## config.mk

```make
export PLATFORM = sky130hd
export DESIGN_NAME = rosenbrock_fitness_accumulator_core_flat
export DESIGN_NICKNAME = d
export VERILOG_FILES = /design/src/rtl/core/rfa_pkg.sv /design/src/rtl/core/rfa_channels.sv /design/src/rtl/core/rfa_ctrl.sv /design/src/rtl/core/rfa_datapath.sv /design/src/rtl/core/rosenbrock_fitness_accumulator_core.sv /design/src/flat_wrapper.sv
export SDC_FILE = /design/constraint.sdc
export NUM_CORES = 2
export LEC_CHECK = 0
export BUFFER_PORTS_ARGS = -buffer_cell sky130_fd_sc_hd__buf_2
export CAP_MARGIN = 20
export CELL_PAD_IN_SITES_DETAIL_PLACEMENT = 2
export CELL_PAD_IN_SITES_GLOBAL_PLACEMENT = 2
export CORE_MARGIN = 1.5
export CORE_UTILIZATION = 35
export DETAILED_ROUTE_END_ITERATION = 10
export GPL_TIMING_DRIVEN = 0
export PLACE_DENSITY_LB_ADDON = 0.15
export SLEW_MARGIN = 25
export SYNTH_ARGS = -nofsm -noshare
export SYNTH_HDL_FRONTEND = slang
export SYNTH_SLANG_ARGS = --single-unit
```

## constraint.sdc

```tcl
create_clock -name clock -period 23.7 [get_ports clock]
set_clock_uncertainty 0.15 [all_clocks]
set_input_delay 3.555 -clock clock [delete_from_list [all_inputs] [get_ports clock]]
set_output_delay 3.555 -clock clock [all_outputs]
set_load 0.05 [all_outputs]
```

## src/rtl/core/rfa_pkg.sv

```systemverilog
// ---------------------------------------------------------------------------
// rfa_pkg
// Types and fixed constants shared by the accumulator modules.
// ---------------------------------------------------------------------------
package rfa_pkg;

   localparam int ELEM_W = 24;   // element width, signed
   localparam int SUM_W  = 63;   // sum / threshold / fitness width
   localparam int GAIN   = 100;  // Rosenbrock weight on the squared difference
   localparam int GAIN_W = 7;    // bits of GAIN

   localparam logic [SUM_W-1:0] SUM_MAX = {SUM_W{1'b1}};

   // controller -> datapath
   typedef struct packed {
      logic ready;      // item port open
      logic load_item;  // item taken this cycle
      logic square;     // z*z and a*a
      logic diff;       // difference magnitude
      logic mul_lo;     // partial product lo*lo
      logic mul_mid;    // partial product hi*lo
      logic mul_hi;     // partial product hi*hi
      logic scale;      // weight by GAIN, saturate
      logic term;       // pair term
      logic acc;        // running sum
      logic link;       // current element becomes previous
      logic finish;     // emit result, close vector
   } cmd_type;

   // datapath -> controller
   typedef struct packed {
      logic have_prev;
      logic item_last;
      logic out_free;
   } status_type;

endpackage

```

## src/rtl/core/rfa_channels.sv

```systemverilog
// ---------------------------------------------------------------------------
// Accumulator channel interfaces
// Valid/ready channels for items, results and the threshold register.
// ---------------------------------------------------------------------------
interface rfa_req_if;
   logic                                     valid;
   logic                                     ready;
   logic signed [rfa_pkg::ELEM_W-1:0]        element;
   logic                                     last;

   modport source (output valid, element, last, input ready);
   modport sink   (input valid, element, last, output ready);
endinterface

interface rfa_rsp_if;
   logic                                     valid;
   logic                                     ready;
   logic [rfa_pkg::SUM_W-1:0]                fitness;
   logic                                     below_threshold;
   logic                                     converged;

   modport source (output valid, fitness, below_threshold, converged, input ready);
   modport sink   (input valid, fitness, below_threshold, converged, output ready);
endinterface

interface rfa_csr_if;
   logic                                     valid;
   logic                                     ready;
   logic [rfa_pkg::SUM_W-1:0]                data;

   modport source (output valid, data, input ready);
   modport sink   (input valid, data, output ready);
endinterface

```

## src/rtl/core/rfa_ctrl.sv

```systemverilog
// ---------------------------------------------------------------------------
// rfa_ctrl
// Sequencer: steps an item that closes a pair through square, difference, three
// partial products, scaling and accumulation; every item ends in link or finish.
// ---------------------------------------------------------------------------
module rfa_ctrl (
   input  logic                 clock,
   input  logic                 reset,
   input  logic                 req_valid,
   input  logic                 req_last,
   input  rfa_pkg::status_type  status,
   output rfa_pkg::cmd_type     cmd
);

   typedef enum logic [10:0] {
      S_IDLE   = 11'b00000000001,
      S_SQUARE = 11'b00000000010,
      S_DIFF   = 11'b00000000100,
      S_MUL_LO = 11'b00000001000,
      S_MUL_MD = 11'b00000010000,
      S_MUL_HI = 11'b00000100000,
      S_SCALE  = 11'b00001000000,
      S_TERM   = 11'b00010000000,
      S_ACC    = 11'b00100000000,
      S_LINK   = 11'b01000000000,
      S_FINISH = 11'b10000000000
   } state_type;

   state_type state_ff, state_in;

   always_comb begin
      state_in = state_ff;
      cmd      = '0;
      unique case (state_ff)
         S_IDLE: begin
            cmd.ready     = 1'b1;
            cmd.load_item = req_valid;
            if (req_valid) begin
               if (status.have_prev) begin
                  state_in = S_SQUARE;
               end else if (req_last) begin
                  state_in = S_FINISH;
               end else begin
                  state_in = S_LINK;
               end
            end
         end
         S_SQUARE: begin
            cmd.square = 1'b1;
            state_in   = S_DIFF;
         end
         S_DIFF: begin
            cmd.diff = 1'b1;
            state_in = S_MUL_LO;
         end
         S_MUL_LO: begin
            cmd.mul_lo = 1'b1;
            state_in   = S_MUL_MD;
         end
         S_MUL_MD: begin
            cmd.mul_mid = 1'b1;
            state_in    = S_MUL_HI;
         end
         S_MUL_HI: begin
            cmd.mul_hi = 1'b1;
            state_in   = S_SCALE;
         end
         S_SCALE: begin
            cmd.scale = 1'b1;
            state_in  = S_TERM;
         end
         S_TERM: begin
            cmd.term = 1'b1;
            state_in = S_ACC;
         end
         S_ACC: begin
            cmd.acc  = 1'b1;
            state_in = status.item_last ? S_FINISH : S_LINK;
         end
         S_LINK: begin
            cmd.link = 1'b1;
            state_in = S_IDLE;
         end
         S_FINISH: begin
            // hold until the result register can take the new result
            if (status.out_free) begin
               cmd.finish = 1'b1;
               state_in   = S_IDLE;
            end
         end
         default: begin
            state_in = S_IDLE;
         end
      endcase
   end

   always_ff @(posedge clock) begin
      if (reset) begin
         state_ff <= S_IDLE;
      end else begin
         state_ff <= state_in;
      end
   end

endmodule

```

## src/rtl/core/rfa_datapath.sv

```systemverilog
// ---------------------------------------------------------------------------
// rfa_datapath
// Pair term arithmetic, saturating running sum, threshold and result register.
// ---------------------------------------------------------------------------
module rfa_datapath #(
   parameter int FRACTION_BITS = 16
) (
   input  logic                                clock,
   input  logic                                reset,
   input  rfa_pkg::cmd_type                    cmd,
   output rfa_pkg::status_type                 status,
   input  logic signed [rfa_pkg::ELEM_W-1:0]   req_element,
   input  logic                                req_last,
   input  logic                                csr_write,
   input  logic [rfa_pkg::SUM_W-1:0]           csr_data,
   input  logic                                rsp_ready,
   output logic                                rsp_valid,
   output logic [rfa_pkg::SUM_W-1:0]           rsp_fitness,
   output logic                                rsp_below_threshold,
   output logic                                rsp_converged
);

   localparam int ELEM_W = rfa_pkg::ELEM_W;
   localparam int SUM_W  = rfa_pkg::SUM_W;
   // element + 1.0 needs room for both the element range and the unit
   localparam int Z_W    = ((ELEM_W > FRACTION_BITS + 1) ? ELEM_W : FRACTION_BITS + 1) + 1;
   localparam int SQ_W   = 2 * Z_W;
   localparam int RAW_W  = SQ_W + 1;
   localparam int MAG_W  = RAW_W - FRACTION_BITS;
   localparam int K      = (MAG_W + 1) / 2;          // low half width
   localparam int PROD_W = 2 * MAG_W;
   localparam int P_W    = PROD_W - FRACTION_BITS + rfa_pkg::GAIN_W;
   localparam int WIDE   = (P_W > SUM_W + 1) ? P_W : SUM_W + 1;

   localparam logic signed [Z_W-1:0] ONE_Z = Z_W'(1) << FRACTION_BITS;

   // vector state
   logic signed [Z_W-1:0]  cur_z_ff, cur_z_in;
   logic                   cur_last_ff, cur_last_in;
   logic signed [Z_W-1:0]  prev_z_ff, prev_z_in;
   logic                   have_prev_ff, have_prev_in;
   logic [SUM_W-1:0]       sum_ff, sum_in;
   logic                   sticky_ff, sticky_in;
   logic [SUM_W-1:0]       threshold_ff, threshold_in;

   // work registers
   logic signed [SQ_W-1:0] zz_ff, zz_in;
   logic [SUM_W-1:0]       q_ff, q_in;
   logic [MAG_W-1:0]       mag_ff, mag_in;
   logic [PROD_W-1:0]      prod_ff, prod_in;
   logic [SUM_W-1:0]       p_ff, p_in;
   logic [SUM_W-1:0]       term_ff, term_in;

   // result register
   logic                   rsp_valid_ff, rsp_valid_in;
   logic [SUM_W-1:0]       fitness_ff, fitness_in;
   logic                   below_ff, below_in;
   logic                   conv_ff, conv_in;

   // combinational helpers
   logic signed [Z_W-1:0]   a_z;
   logic signed [SQ_W-1:0]  pz_ext, a_ext, aa;
   logic signed [RAW_W-1:0] raw, d, neg_d;
   logic [K-1:0]            lo, hi, op_a, op_b;
   logic [2*K-1:0]          pp;
   logic [PROD_W-1:0]       pp_w, addend;
   logic [WIDE-1:0]         p_full;
   logic [SUM_W:0]          term_sum, acc_sum;
   logic                    below;

   always_comb begin
      // z*z and (z - 1.0)^2 of the previous element
      pz_ext = SQ_W'(prev_z_ff);
      zz_in  = pz_ext * pz_ext;
      a_z    = prev_z_ff - ONE_Z;
      a_ext  = SQ_W'(a_z);
      aa     = a_ext * a_ext;
      q_in   = SUM_W'(aa >>> FRACTION_BITS);

      // floor((z^2 - y) >> F), magnitude
      raw    = RAW_W'(zz_ff) - (RAW_W'(cur_z_ff) <<< FRACTION_BITS);
      d      = raw >>> FRACTION_BITS;
      neg_d  = -d;
      mag_in = d[RAW_W-1] ? neg_d[MAG_W-1:0] : d[MAG_W-1:0];

      // one shared half-width multiplier, three passes
      lo     = mag_ff[K-1:0];
      hi     = K'(mag_ff[MAG_W-1:K]);
      op_a   = (cmd.mul_mid || cmd.mul_hi) ? hi : lo;
      op_b   = cmd.mul_hi ? hi : lo;
      pp     = (2*K)'(op_a) * (2*K)'(op_b);
      pp_w   = PROD_W'(pp);
      addend = cmd.mul_hi ? (pp_w << (2 * K)) : (pp_w << (K + 1));
      prod_in = cmd.mul_lo ? pp_w : (prod_ff + addend);

      // 100 * floor(d^2 >> F), saturated
      p_full = WIDE'(prod_ff >> FRACTION_BITS) * WIDE'(rfa_pkg::GAIN);
      p_in   = (|p_full[WIDE-1:SUM_W]) ? rfa_pkg::SUM_MAX : p_full[SUM_W-1:0];

      term_sum = {1'b0, p_ff} + {1'b0, q_ff};
      term_in  = term_sum[SUM_W] ? rfa_pkg::SUM_MAX : term_sum[SUM_W-1:0];

      acc_sum  = {1'b0, sum_ff} + {1'b0, term_ff};

      below    = sum_ff < threshold_ff;

      // state updates
      cur_z_in     = cmd.load_item ? (Z_W'(req_element) + ONE_Z) : cur_z_ff;
      cur_last_in  = cmd.load_item ? req_last : cur_last_ff;
      prev_z_in    = cmd.link ? cur_z_ff : prev_z_ff;
      threshold_in = csr_write ? csr_data : threshold_ff;

      priority if (cmd.link) begin
         have_prev_in = 1'b1;
      end else if (cmd.finish) begin
         have_prev_in = 1'b0;
      end else begin
         have_prev_in = have_prev_ff;
      end

      priority if (cmd.acc) begin
         sum_in = acc_sum[SUM_W] ? rfa_pkg::SUM_MAX : acc_sum[SUM_W-1:0];
      end else if (cmd.finish) begin
         sum_in = '0;
      end else begin
         sum_in = sum_ff;
      end

      sticky_in  = sticky_ff | (cmd.finish & below);

      fitness_in = below ? '0 : sum_ff;
      below_in   = below;
      conv_in    = sticky_ff | below;

      priority if (cmd.finish) begin
         rsp_valid_in = 1'b1;
      end else if (rsp_ready) begin
         rsp_valid_in = 1'b0;
      end else begin
         rsp_valid_in = rsp_valid_ff;
      end
   end

   always_ff @(posedge clock) begin
      if (reset) begin
         have_prev_ff <= 1'b0;
         sum_ff       <= '0;
         sticky_ff    <= 1'b0;
         threshold_ff <= '0;
         rsp_valid_ff <= 1'b0;
      end else begin
         have_prev_ff <= have_prev_in;
         sum_ff       <= sum_in;
         sticky_ff    <= sticky_in;
         threshold_ff <= threshold_in;
         rsp_valid_ff <= rsp_valid_in;
      end
   end

   always_ff @(posedge clock) begin
      cur_z_ff    <= cur_z_in;
      cur_last_ff <= cur_last_in;
      prev_z_ff   <= prev_z_in;
      if (cmd.square) begin
         zz_ff <= zz_in;
         q_ff  <= q_in;
      end
      if (cmd.diff) begin
         mag_ff <= mag_in;
      end
      if (cmd.mul_lo || cmd.mul_mid || cmd.mul_hi) begin
         prod_ff <= prod_in;
      end
      if (cmd.scale) begin
         p_ff <= p_in;
      end
      if (cmd.term) begin
         term_ff <= term_in;
      end
      if (cmd.finish) begin
         fitness_ff <= fitness_in;
         below_ff   <= below_in;
         conv_ff    <= conv_in;
      end
   end

   assign status.have_prev = have_prev_ff;
   assign status.item_last = cur_last_ff;
   assign status.out_free  = ~rsp_valid_ff | rsp_ready;

   assign rsp_valid           = rsp_valid_ff;
   assign rsp_fitness         = fitness_ff;
   assign rsp_below_threshold = below_ff;
   assign rsp_converged       = conv_ff;

endmodule

```

## src/rtl/core/rosenbrock_fitness_accumulator_core.sv

```systemverilog
// ---------------------------------------------------------------------------
// Rosenbrock fitness accumulator core
// Scores a candidate vector streamed one coordinate per item.
// ---------------------------------------------------------------------------
// Send the coordinates of a vector as items on req_bus (signed, FRACTION_BITS
// fraction bits) and mark the final one with last. For every adjacent pair
// (a, b) the core adds 100*((a+1)^2-(b+1))^2 + a^2 into an unsigned 63-bit
// sum that saturates at its maximum. The last item yields exactly one result
// on rsp_bus: the sum, or zero with below_threshold set when the sum is under
// the threshold register; converged stays set from then on until reset. A
// one-coordinate vector scores zero. The threshold is written over csr_bus,
// which is always ready; write it only while the core is idle. An item that
// closes no pair goes straight to link or finish; an item that closes a pair
// is walked by the sequencer through square, difference, three passes
// through one shared half-width multiplier, scaling and accumulation. A
// finished result sits in an output register, so the next vector can start
// while it waits; only a second result waits on rsp_ready.
// ---------------------------------------------------------------------------
module rosenbrock_fitness_accumulator_core #(
   parameter int FRACTION_BITS = 16
) (
   input  logic       clock,
   input  logic       reset,
   rfa_req_if.sink    req_bus,
   rfa_rsp_if.source  rsp_bus,
   rfa_csr_if.sink    csr_bus
);

   rfa_pkg::cmd_type    cmd;
   rfa_pkg::status_type status;

   // threshold register is written on any valid cycle
   assign csr_bus.ready = 1'b1;
   assign req_bus.ready = cmd.ready;

   rfa_ctrl u_ctrl (
      .clock     (clock),
      .reset     (reset),
      .req_valid (req_bus.valid),
      .req_last  (req_bus.last),
      .status    (status),
      .cmd       (cmd)
   );

   rfa_datapath #(
      .FRACTION_BITS (FRACTION_BITS)
   ) u_datapath (
      .clock               (clock),
      .reset               (reset),
      .cmd                 (cmd),
      .status              (status),
      .req_element         (req_bus.element),
      .req_last            (req_bus.last),
      .csr_write           (csr_bus.valid),
      .csr_data            (csr_bus.data),
      .rsp_ready           (rsp_bus.ready),
      .rsp_valid           (rsp_bus.valid),
      .rsp_fitness         (rsp_bus.fitness),
      .rsp_below_threshold (rsp_bus.below_threshold),
      .rsp_converged       (rsp_bus.converged)
   );

endmodule

```

## src/flat_wrapper.sv

```systemverilog
// flat-port wrapper written by rule: the top's interface ports become plain ports
module rosenbrock_fitness_accumulator_core_flat 
#(
   parameter int FRACTION_BITS = 16
)
  (clock, reset, req_bus_valid, req_bus_element, req_bus_last, req_bus_ready, rsp_bus_valid, rsp_bus_fitness, rsp_bus_below_threshold, rsp_bus_converged, rsp_bus_ready, csr_bus_valid, csr_bus_data, csr_bus_ready);
  rfa_req_if req_bus_i ();
  rfa_rsp_if rsp_bus_i ();
  rfa_csr_if csr_bus_i ();
  input  logic clock;
  input  logic reset;
  input wire logic [$bits(req_bus_i.valid)-1:0] req_bus_valid;
  input wire logic [$bits(req_bus_i.element)-1:0] req_bus_element;
  input wire logic [$bits(req_bus_i.last)-1:0] req_bus_last;
  output wire logic [$bits(req_bus_i.ready)-1:0] req_bus_ready;
  output wire logic [$bits(rsp_bus_i.valid)-1:0] rsp_bus_valid;
  output wire logic [$bits(rsp_bus_i.fitness)-1:0] rsp_bus_fitness;
  output wire logic [$bits(rsp_bus_i.below_threshold)-1:0] rsp_bus_below_threshold;
  output wire logic [$bits(rsp_bus_i.converged)-1:0] rsp_bus_converged;
  input wire logic [$bits(rsp_bus_i.ready)-1:0] rsp_bus_ready;
  input wire logic [$bits(csr_bus_i.valid)-1:0] csr_bus_valid;
  input wire logic [$bits(csr_bus_i.data)-1:0] csr_bus_data;
  output wire logic [$bits(csr_bus_i.ready)-1:0] csr_bus_ready;
  assign req_bus_i.valid = req_bus_valid;
  assign req_bus_i.element = req_bus_element;
  assign req_bus_i.last = req_bus_last;
  assign req_bus_ready = req_bus_i.ready;
  assign rsp_bus_valid = rsp_bus_i.valid;
  assign rsp_bus_fitness = rsp_bus_i.fitness;
  assign rsp_bus_below_threshold = rsp_bus_i.below_threshold;
  assign rsp_bus_converged = rsp_bus_i.converged;
  assign rsp_bus_i.ready = rsp_bus_ready;
  assign csr_bus_i.valid = csr_bus_valid;
  assign csr_bus_i.data = csr_bus_data;
  assign csr_bus_ready = csr_bus_i.ready;
  rosenbrock_fitness_accumulator_core #(.FRACTION_BITS(FRACTION_BITS)) u_core (.clock(clock), .reset(reset), .req_bus(req_bus_i), .rsp_bus(rsp_bus_i), .csr_bus(csr_bus_i));
endmodule
```

======== Word level (Yosys, flattened, before mapping) ========
Index checks and enable logic that the tools add are counted.
cells by class
  add/sub/neg operators ................... 7
  multipliers ............................. 4
  $lt $le $gt $ge ......................... 1
  equality and inequality tests ........... 13
  muxes and demuxes ....................... 31
  bitwise gates (word level) .............. 5
  reduce and logical (&&, ||, !) cells .... 7
operators with widths
  operator                                                                 count
  63-bit 2-to-1 mux                                                        3
  63-bit by 63-bit adder with 64-bit output                                2
  11-bit case mux with 10 select lines                                     1
  25-bit by 25-bit multiplier with 50-bit output                           2
  70-bit adder                                                             1
  70-bit 2-to-1 mux                                                        1
  63-bit < comparator                                                      1
  54-bit by 5-bit multiplier with 59-bit output, second input constant     1
  11-bit 2-to-1 mux                                                        5
  50-bit by 41-bit subtractor with 51-bit output                           1
  18-bit by 18-bit multiplier with 36-bit output                           1
  18-bit 2-to-1 mux                                                        2
  36-bit 2-to-1 mux                                                        1
  35-bit negator                                                           1
  34-bit 2-to-1 mux                                                        1
  24-bit by 18-bit adder with 25-bit output, second input constant         1
  25-bit by 18-bit subtractor with 25-bit output, second input constant    1
  1-bit 2-to-1 mux                                                         15
  11-bit by 1-bit equality test with 1-bit output, second input constant   1
  11-bit by 10-bit equality test with 1-bit output, second input constant  1
  11-bit equality test, second input constant                              1
  11-bit by 2-bit equality test with 1-bit output, second input constant   1
  11-bit by 3-bit equality test with 1-bit output, second input constant   1
  11-bit by 4-bit equality test with 1-bit output, second input constant   1
  14 further kinds                                                         21
storage, ports and cells
  register bits after elaboration ......... 571
  input bits .............................. 93
  output and inout bits ................... 68
  word-level logic and storage cells ...... 89

======== Logic depth before layout (Yosys ltp) ========
  depth in word-level cells ............... 8
  depth in mapped cells ................... 45
  gate-level depth less buffers ........... 43

======== Cells and area by module ========
Synthesis repeated with hierarchy kept, for this count alone.
second synthesis, totals
  cells, all modules ...................... 8593
  area total of the unflattened synthesis .. 83263.6 sq um
modules (own cells, without submodules)
  module                               instances  cells an instance  area an instance (sq um)  seq. area each (sq um)
  rfa_datapath                         1          8519               82635.5                   14443.9
  rfa_ctrl                             1          72                 616.8                     220.2
  rosenbrock_fitness_accumulator_core  1          2                  11.3                      0.0

======== Worst setup path after synthesis ========
OpenSTA, ideal clock, no wires.
  path kind ............................... register to register
  start ................................... register u_core.u_ctrl.state_ff[9]
  end ..................................... register u_core.u_datapath.prod_ff[66] (data pin)
  setup time .............................. 262 ps
  data arrival time ....................... 10477 ps
  required time ........................... 23288 ps
  slack ................................... 12811 ps
  cell stages (with the launch flop) ...... 43
  path buffers ............................ 2
  clock period less this slack ............ 10889 ps
  cell sequence ........................... dfxtp_1 -> nor2_1 -> nand2_1 -> nor4_1 -> nand2_1 -> nor3b_1 -> nor2_1 -> clkbuf_1 -> clkbuf_1 -> mux2i_1 -> nor2_1 -> fa_1 -> inv_1 -> fa_1 -> fa_1 -> inv_1 -> fa_1 -> fa_1 -> [... 7 more ...] -> a41oi_1 -> nor3_1 -> o311a_1 -> or4_1 -> and3_1 -> mux2i_1 -> ha_1 -> inv_1 -> o21bai_1 -> a21oi_1 -> o21bai_1 -> a21o_1 -> a211o_1 -> a31oi_1 -> nor2_1 -> a221oi_1 -> xor2_1 -> nor2_1
between the ends
  cells in the longest elaborated chain, start to end .. 7
  elaborated cells between the ends (all ways) .. 12
  classes of those cells .................. add/sub: 1; mul: 1; eq/ne: 3; mux: 6; reduce/logical: 1
RTL lines
  item                                                                                                                       line                 source
  start: declaration                                                                                                         rfa_ctrl.sv:29       state_type state_ff, state_in;
  start signal: assignment                                                                                                   rfa_ctrl.sv:101      state_ff <= state_in;
  11-bit by 5-bit equality test with 1-bit output / 11-bit by 6-bit equality test with 1-bit output (equally long branches)  rfa_ctrl.sv:34       unique case (state_ff)
  1-bit 2-to-1 mux                                                                                                           rfa_ctrl.sv:34
  1-bit logical OR                                                                                                           rfa_datapath.sv:89   op_a = (cmd.mul_mid || cmd.mul_hi) ? hi : lo;
  18-bit 2-to-1 mux                                                                                                          rfa_datapath.sv:89
  18-bit by 18-bit multiplier with 36-bit output                                                                             rfa_datapath.sv:91   pp = (2*K)'(op_a) * (2*K)'(op_b);
  70-bit 2-to-1 mux                                                                                                          rfa_datapath.sv:93   addend = cmd.mul_hi ? (pp_w << (2 * K)) : (pp_w << (K + 1));
  70-bit adder                                                                                                               rfa_datapath.sv:94   prod_in = cmd.mul_lo ? pp_w : (prod_ff + addend);
  end signal: assignment                                                                                                     rfa_datapath.sv:172  prod_ff <= prod_in;
  end: declaration                                                                                                           rfa_datapath.sv:50   logic [PROD_W-1:0] prod_ff, prod_in;
Several ways; a longest one is shown, not always the timed one.
A chain may end at the register's enable or synchronous reset.

======== Final worst setup path ========
  start ................................... register u_core.u_ctrl.state_ff[9]
  end ..................................... register u_core.u_datapath.prod_ff[69] (data pin)
Same word-level chain as after synthesis.

==> results.yml <==
run_status:
  status: "finished, final reports clean"
global_routing:
  grt_pass1_wl_um: 467000
  grt_max_degree: 52
  grt-ovfl-total: 0
  grt_pass1_vias: 74200
  antenna_found_initial: 13
  grt_use_total_pct: 25.6
sta:
  hold_slack_ns: 0.309
  clock.fmax_mhz: 69.4
  min_period_over_period_pct: 60.8
  timing.slew.headroom_pct: 21.7
  period_needed_ns: 14.41
  hold_viol: 0
  worst_slew_pin_slew_ns: 1.17
  final.setup.tns_ns: 0
  maxSlewViolCount: 0
  setup_viol: 0
  rsz0062_at_grt: "false"
placement:
  port_buffers: 157
  gp_congestion: 0.892
  placed_cell_area_mm2: 0.0888
  dp.cells: 12100
  dp_hpwl_um: 259000
routing:
  via_count: 63400
  drtPass1Iterations: 5
  wl_um: 305000
  routedWlPerCell_um: 24.9
  first_iter_violations: 2798
  ant_nets: 0
  viasPerCell: 5.18
  route.detailed.drc: 0
synthesis:
  ys_warn_count: 0
  ys_types: 82
  synth_most_common_cell: "inv_1"
  synth_edf_count: 395
  ys_ff_latch: 535
  syn_area_mm2: 0.0834
  synth_cells: 8749
  synth_flop_cell: "edfxtp_1"
  ys_seq_area_share_pct: 17.6
  synth_area_leaders: "fa_1 34%, edfxtp_1 14%, ha_1 12%"
  synth_fp_nets: 11000
  yosysTopAreaCell: "fa_1"
  synth_top_area_share_pct: 33.8
  synthArstFlopShare_pct: 0
  avgSynthCellArea_um2: 9.53
  ys_top_cells_by_count: "1803 x inv_1, 1408 x fa_1, 792 x nand2_1"
hold_path:
  holdPathEnd: "u_core.u_datapath.prev_z_ff[5]$_DFFE_PP_"
  hold_path.class: "reg -> reg"
  hold_depth: 0
  min_from: "u_core.u_datapath.cur_z_ff[5]$_DFFE_PP_"
worst_setup_path:
  cp_common_cell: "fa_1"
  worstPathArrival_ns: 14.72
  crit_path_start_kind: "register"
  regToRegSetupSlack_ns: 9.29
  reg2reg_to: "u_core.u_datapath.prod_ff[69]$_SDFFCE_PP0N_"
  critical_path_required_ns: 24.01
  crit_type: "reg -> reg"
  critPathCaptureType: "register"
  reg2reg_from: "u_core.u_ctrl.state_ff[9]$_SDFFE_PP0P_"
  cpPeakStageDelay_ns: 0.91
  worstRegToRegCells: 42
  worst_path_max_delay_cell: "mux2i_1"
  critPathMaxFanout: 10
clock_network:
  clock_path_buffers: 3
  tritoncts.num_buffers: 73
  clk_latency_ns: 0.73
  root_buffer: "clkbuf_16"
  cts_resized: 0
  postCtsSetupRepairBufs: 0
  cts_sinks: 535
  cts_max_level: 3
  cts_tree: "built"
  cts.clk_slew.worst_paths_ns: 0.06
  ctsHoldBuffers: 0
power:
  power.total_mw: 11.9
  switchingPower_mw: 6.02
  p_comb_share_pct: 77.3
  p_leak_nw: 43.9
  pwr-share-seq_pct: 12.8
  internal_power_mw: 5.87
  vdd_ir_drop_max_mv: 0.366
  p_clk_share_pct: 9.9
  p_sw_share_pct: 50.6
  cellPowerDensity_mw_per_mm2: 130
layout:
  nets: 11300
  seq_area_mm2: 0.0147
  nFillCells: 25900
  drive_gt1_share_pct: 4.75
  multi_input_area_mm2: 0.0611
  finish.instance_area_mm2: 0.0914
  fin_cells: 12200
  area_growth_pct: 9.54
floorplanning:
  die_width_um: 491
  rows: 179
  core_mm2: 0.237
  die_y_um: 491
  initial_core_util_pct: 35.1
  die_area_mm2: 0.241
  io_pins: 161
job:
  drv_cap: 0
## logic make-up (layout without fill, tap and decap cells)
kind of cell / after synthesis / in the layout / share of synthesized area [%]
other: 1 / 8 / 0.00450
adders and majority gates: 2179 / 2179 / 45.4
AOI/OAI and AO/OA: 1303 / 1303 / 10.3
DFF: 535 / 535 / 17.6
xor gates and xnor gates: 367 / 367 / 3.85
buffers and inverters: 2083 / 2399 / 9.39
muxes: 133 / 133 / 1.63
and+or+nand+nor: 2148 / 2148 / 11.9
## registers in the layout, indices dropped and copies added, names as in the netlist, 11 cells and up
| register | flops |
|---|---|
| u_core.u_datapath.term_ff | 63 |
| u_core.u_datapath.rsp_fitness | 63 |
| u_core.u_datapath.prod_ff | 54 |
| u_core.u_datapath.threshold_ff | 63 |
| u_core.u_datapath.p_ff | 59 |
| u_core.u_ctrl.state_ff | 11 |
| u_core.u_datapath.cur_z_ff | 25 |
| u_core.u_datapath.zz_ff | 34 |
| u_core.u_datapath.mag_ff | 35 |
| u_core.u_datapath.q_ff | 34 |
| u_core.u_datapath.prev_z_ff | 25 |
| u_core.u_datapath.sum_ff | 63 |
## worst max path at each step
| stage | from | end | depth (start not counted) | slack [ns] |
|---|---|---|---|---|
| after floorplan | u_core.u_ctrl.state_ff[9]$_SDFFE_PP0P_ | u_core.u_datapath.prod_ff[66]$_SDFFCE_PP0N_ | 42 | 12.81 |
| after global placement | u_core.u_ctrl.state_ff[9]$_SDFFE_PP0P_ | u_core.u_datapath.prod_ff[69]$_SDFFCE_PP0N_ | 42 | 7.88 |
| after detailed placement | u_core.u_ctrl.state_ff[9]$_SDFFE_PP0P_ | u_core.u_datapath.prod_ff[69]$_SDFFCE_PP0N_ | 40 | 9.38 |
| after CTS | u_core.u_ctrl.state_ff[9]$_SDFFE_PP0P_ | u_core.u_datapath.prod_ff[69]$_SDFFCE_PP0N_ | 42 | 9.33 |
| after global routing | u_core.u_ctrl.state_ff[9]$_SDFFE_PP0P_ | u_core.u_datapath.prod_ff[69]$_SDFFCE_PP0N_ | 42 | 8.44 |
| final | u_core.u_ctrl.state_ff[9]$_SDFFE_PP0P_ | u_core.u_datapath.prod_ff[69]$_SDFFCE_PP0N_ | 42 | 9.29 |
## through the flow
stage               util (%)  worst slack [ns]
global route            38.5              8.44
finish                  38.5              9.29
floorplan                  -             12.81
detailed placement      37.4              9.38
CTS                     38.5              9.33
global placement        37.1              7.88
## cell usage in the layout, fill, tap and decap left out, drive strengths merged, types with 140 or more instances in the layout
cell and count:
dfxtp 140, nor2 571, nand2 792, a21o 227, clkbuf 352, fa 1408
ha 771, a21oi 343, inv 1807, buf 197, edfxtp 395, xnor2 237
and2 215, o21ai 239
## per-layer routing
| metal | track usage, % | vias up | part of all wire, % |
|---|---|---|---|
| met5 | 0 | - | 0.0043 |
| met2 | 45.8 | 1026 | 51 |
| met4 | 7.78 | 2 | 3.3 |
| met3 | 2.72 | 377 | 3.3 |
| met1 | 32.2 | 33500 | 43 |
| li1 | - | 28500 | - |
## power by group through the flow
stage	Combinational [mW]	Clock, mW	Sequential [mW]
after CTS	9.42	1.21	1.52
after floorplan	5.94	0	1.54
after global placement	8.96	0	1.54
final	9.19	1.18	1.52
after global routing	10.3	1.24	1.52
after detailed placement	9.32	0	1.54
## worst max-delay path, delay by kind of cell (launching register included)
kind	cells	cell delay, ns
buffers and inverters	6	1.19
xor gates and xnor gates	1	0.53
AOI/OAI and AO/OA	14	4.01
DFF	1	0.35
muxes	1	0.91
and+or+nand+nor	12	3.12
adders and majority gates	8	3.82
## final cells by class
| type | count | area share [%] |
|---|---|---|
| multi-input combinational | 6131 | 66.9 |
| sequential | 535 | 16.0 |
| inverter | 1809 | 7.44 |
| tap | 3167 | 4.34 |
| clock buffer | 93 | 2.20 |
| timing repair buffer | 182 | 1.31 |
| buffer | 274 | 1.18 |
| clock inverter | 41 | 0.578 |
| antenna | 7 | 0.0192 |
Note: power is estimated with default switching activity, not from simulation.
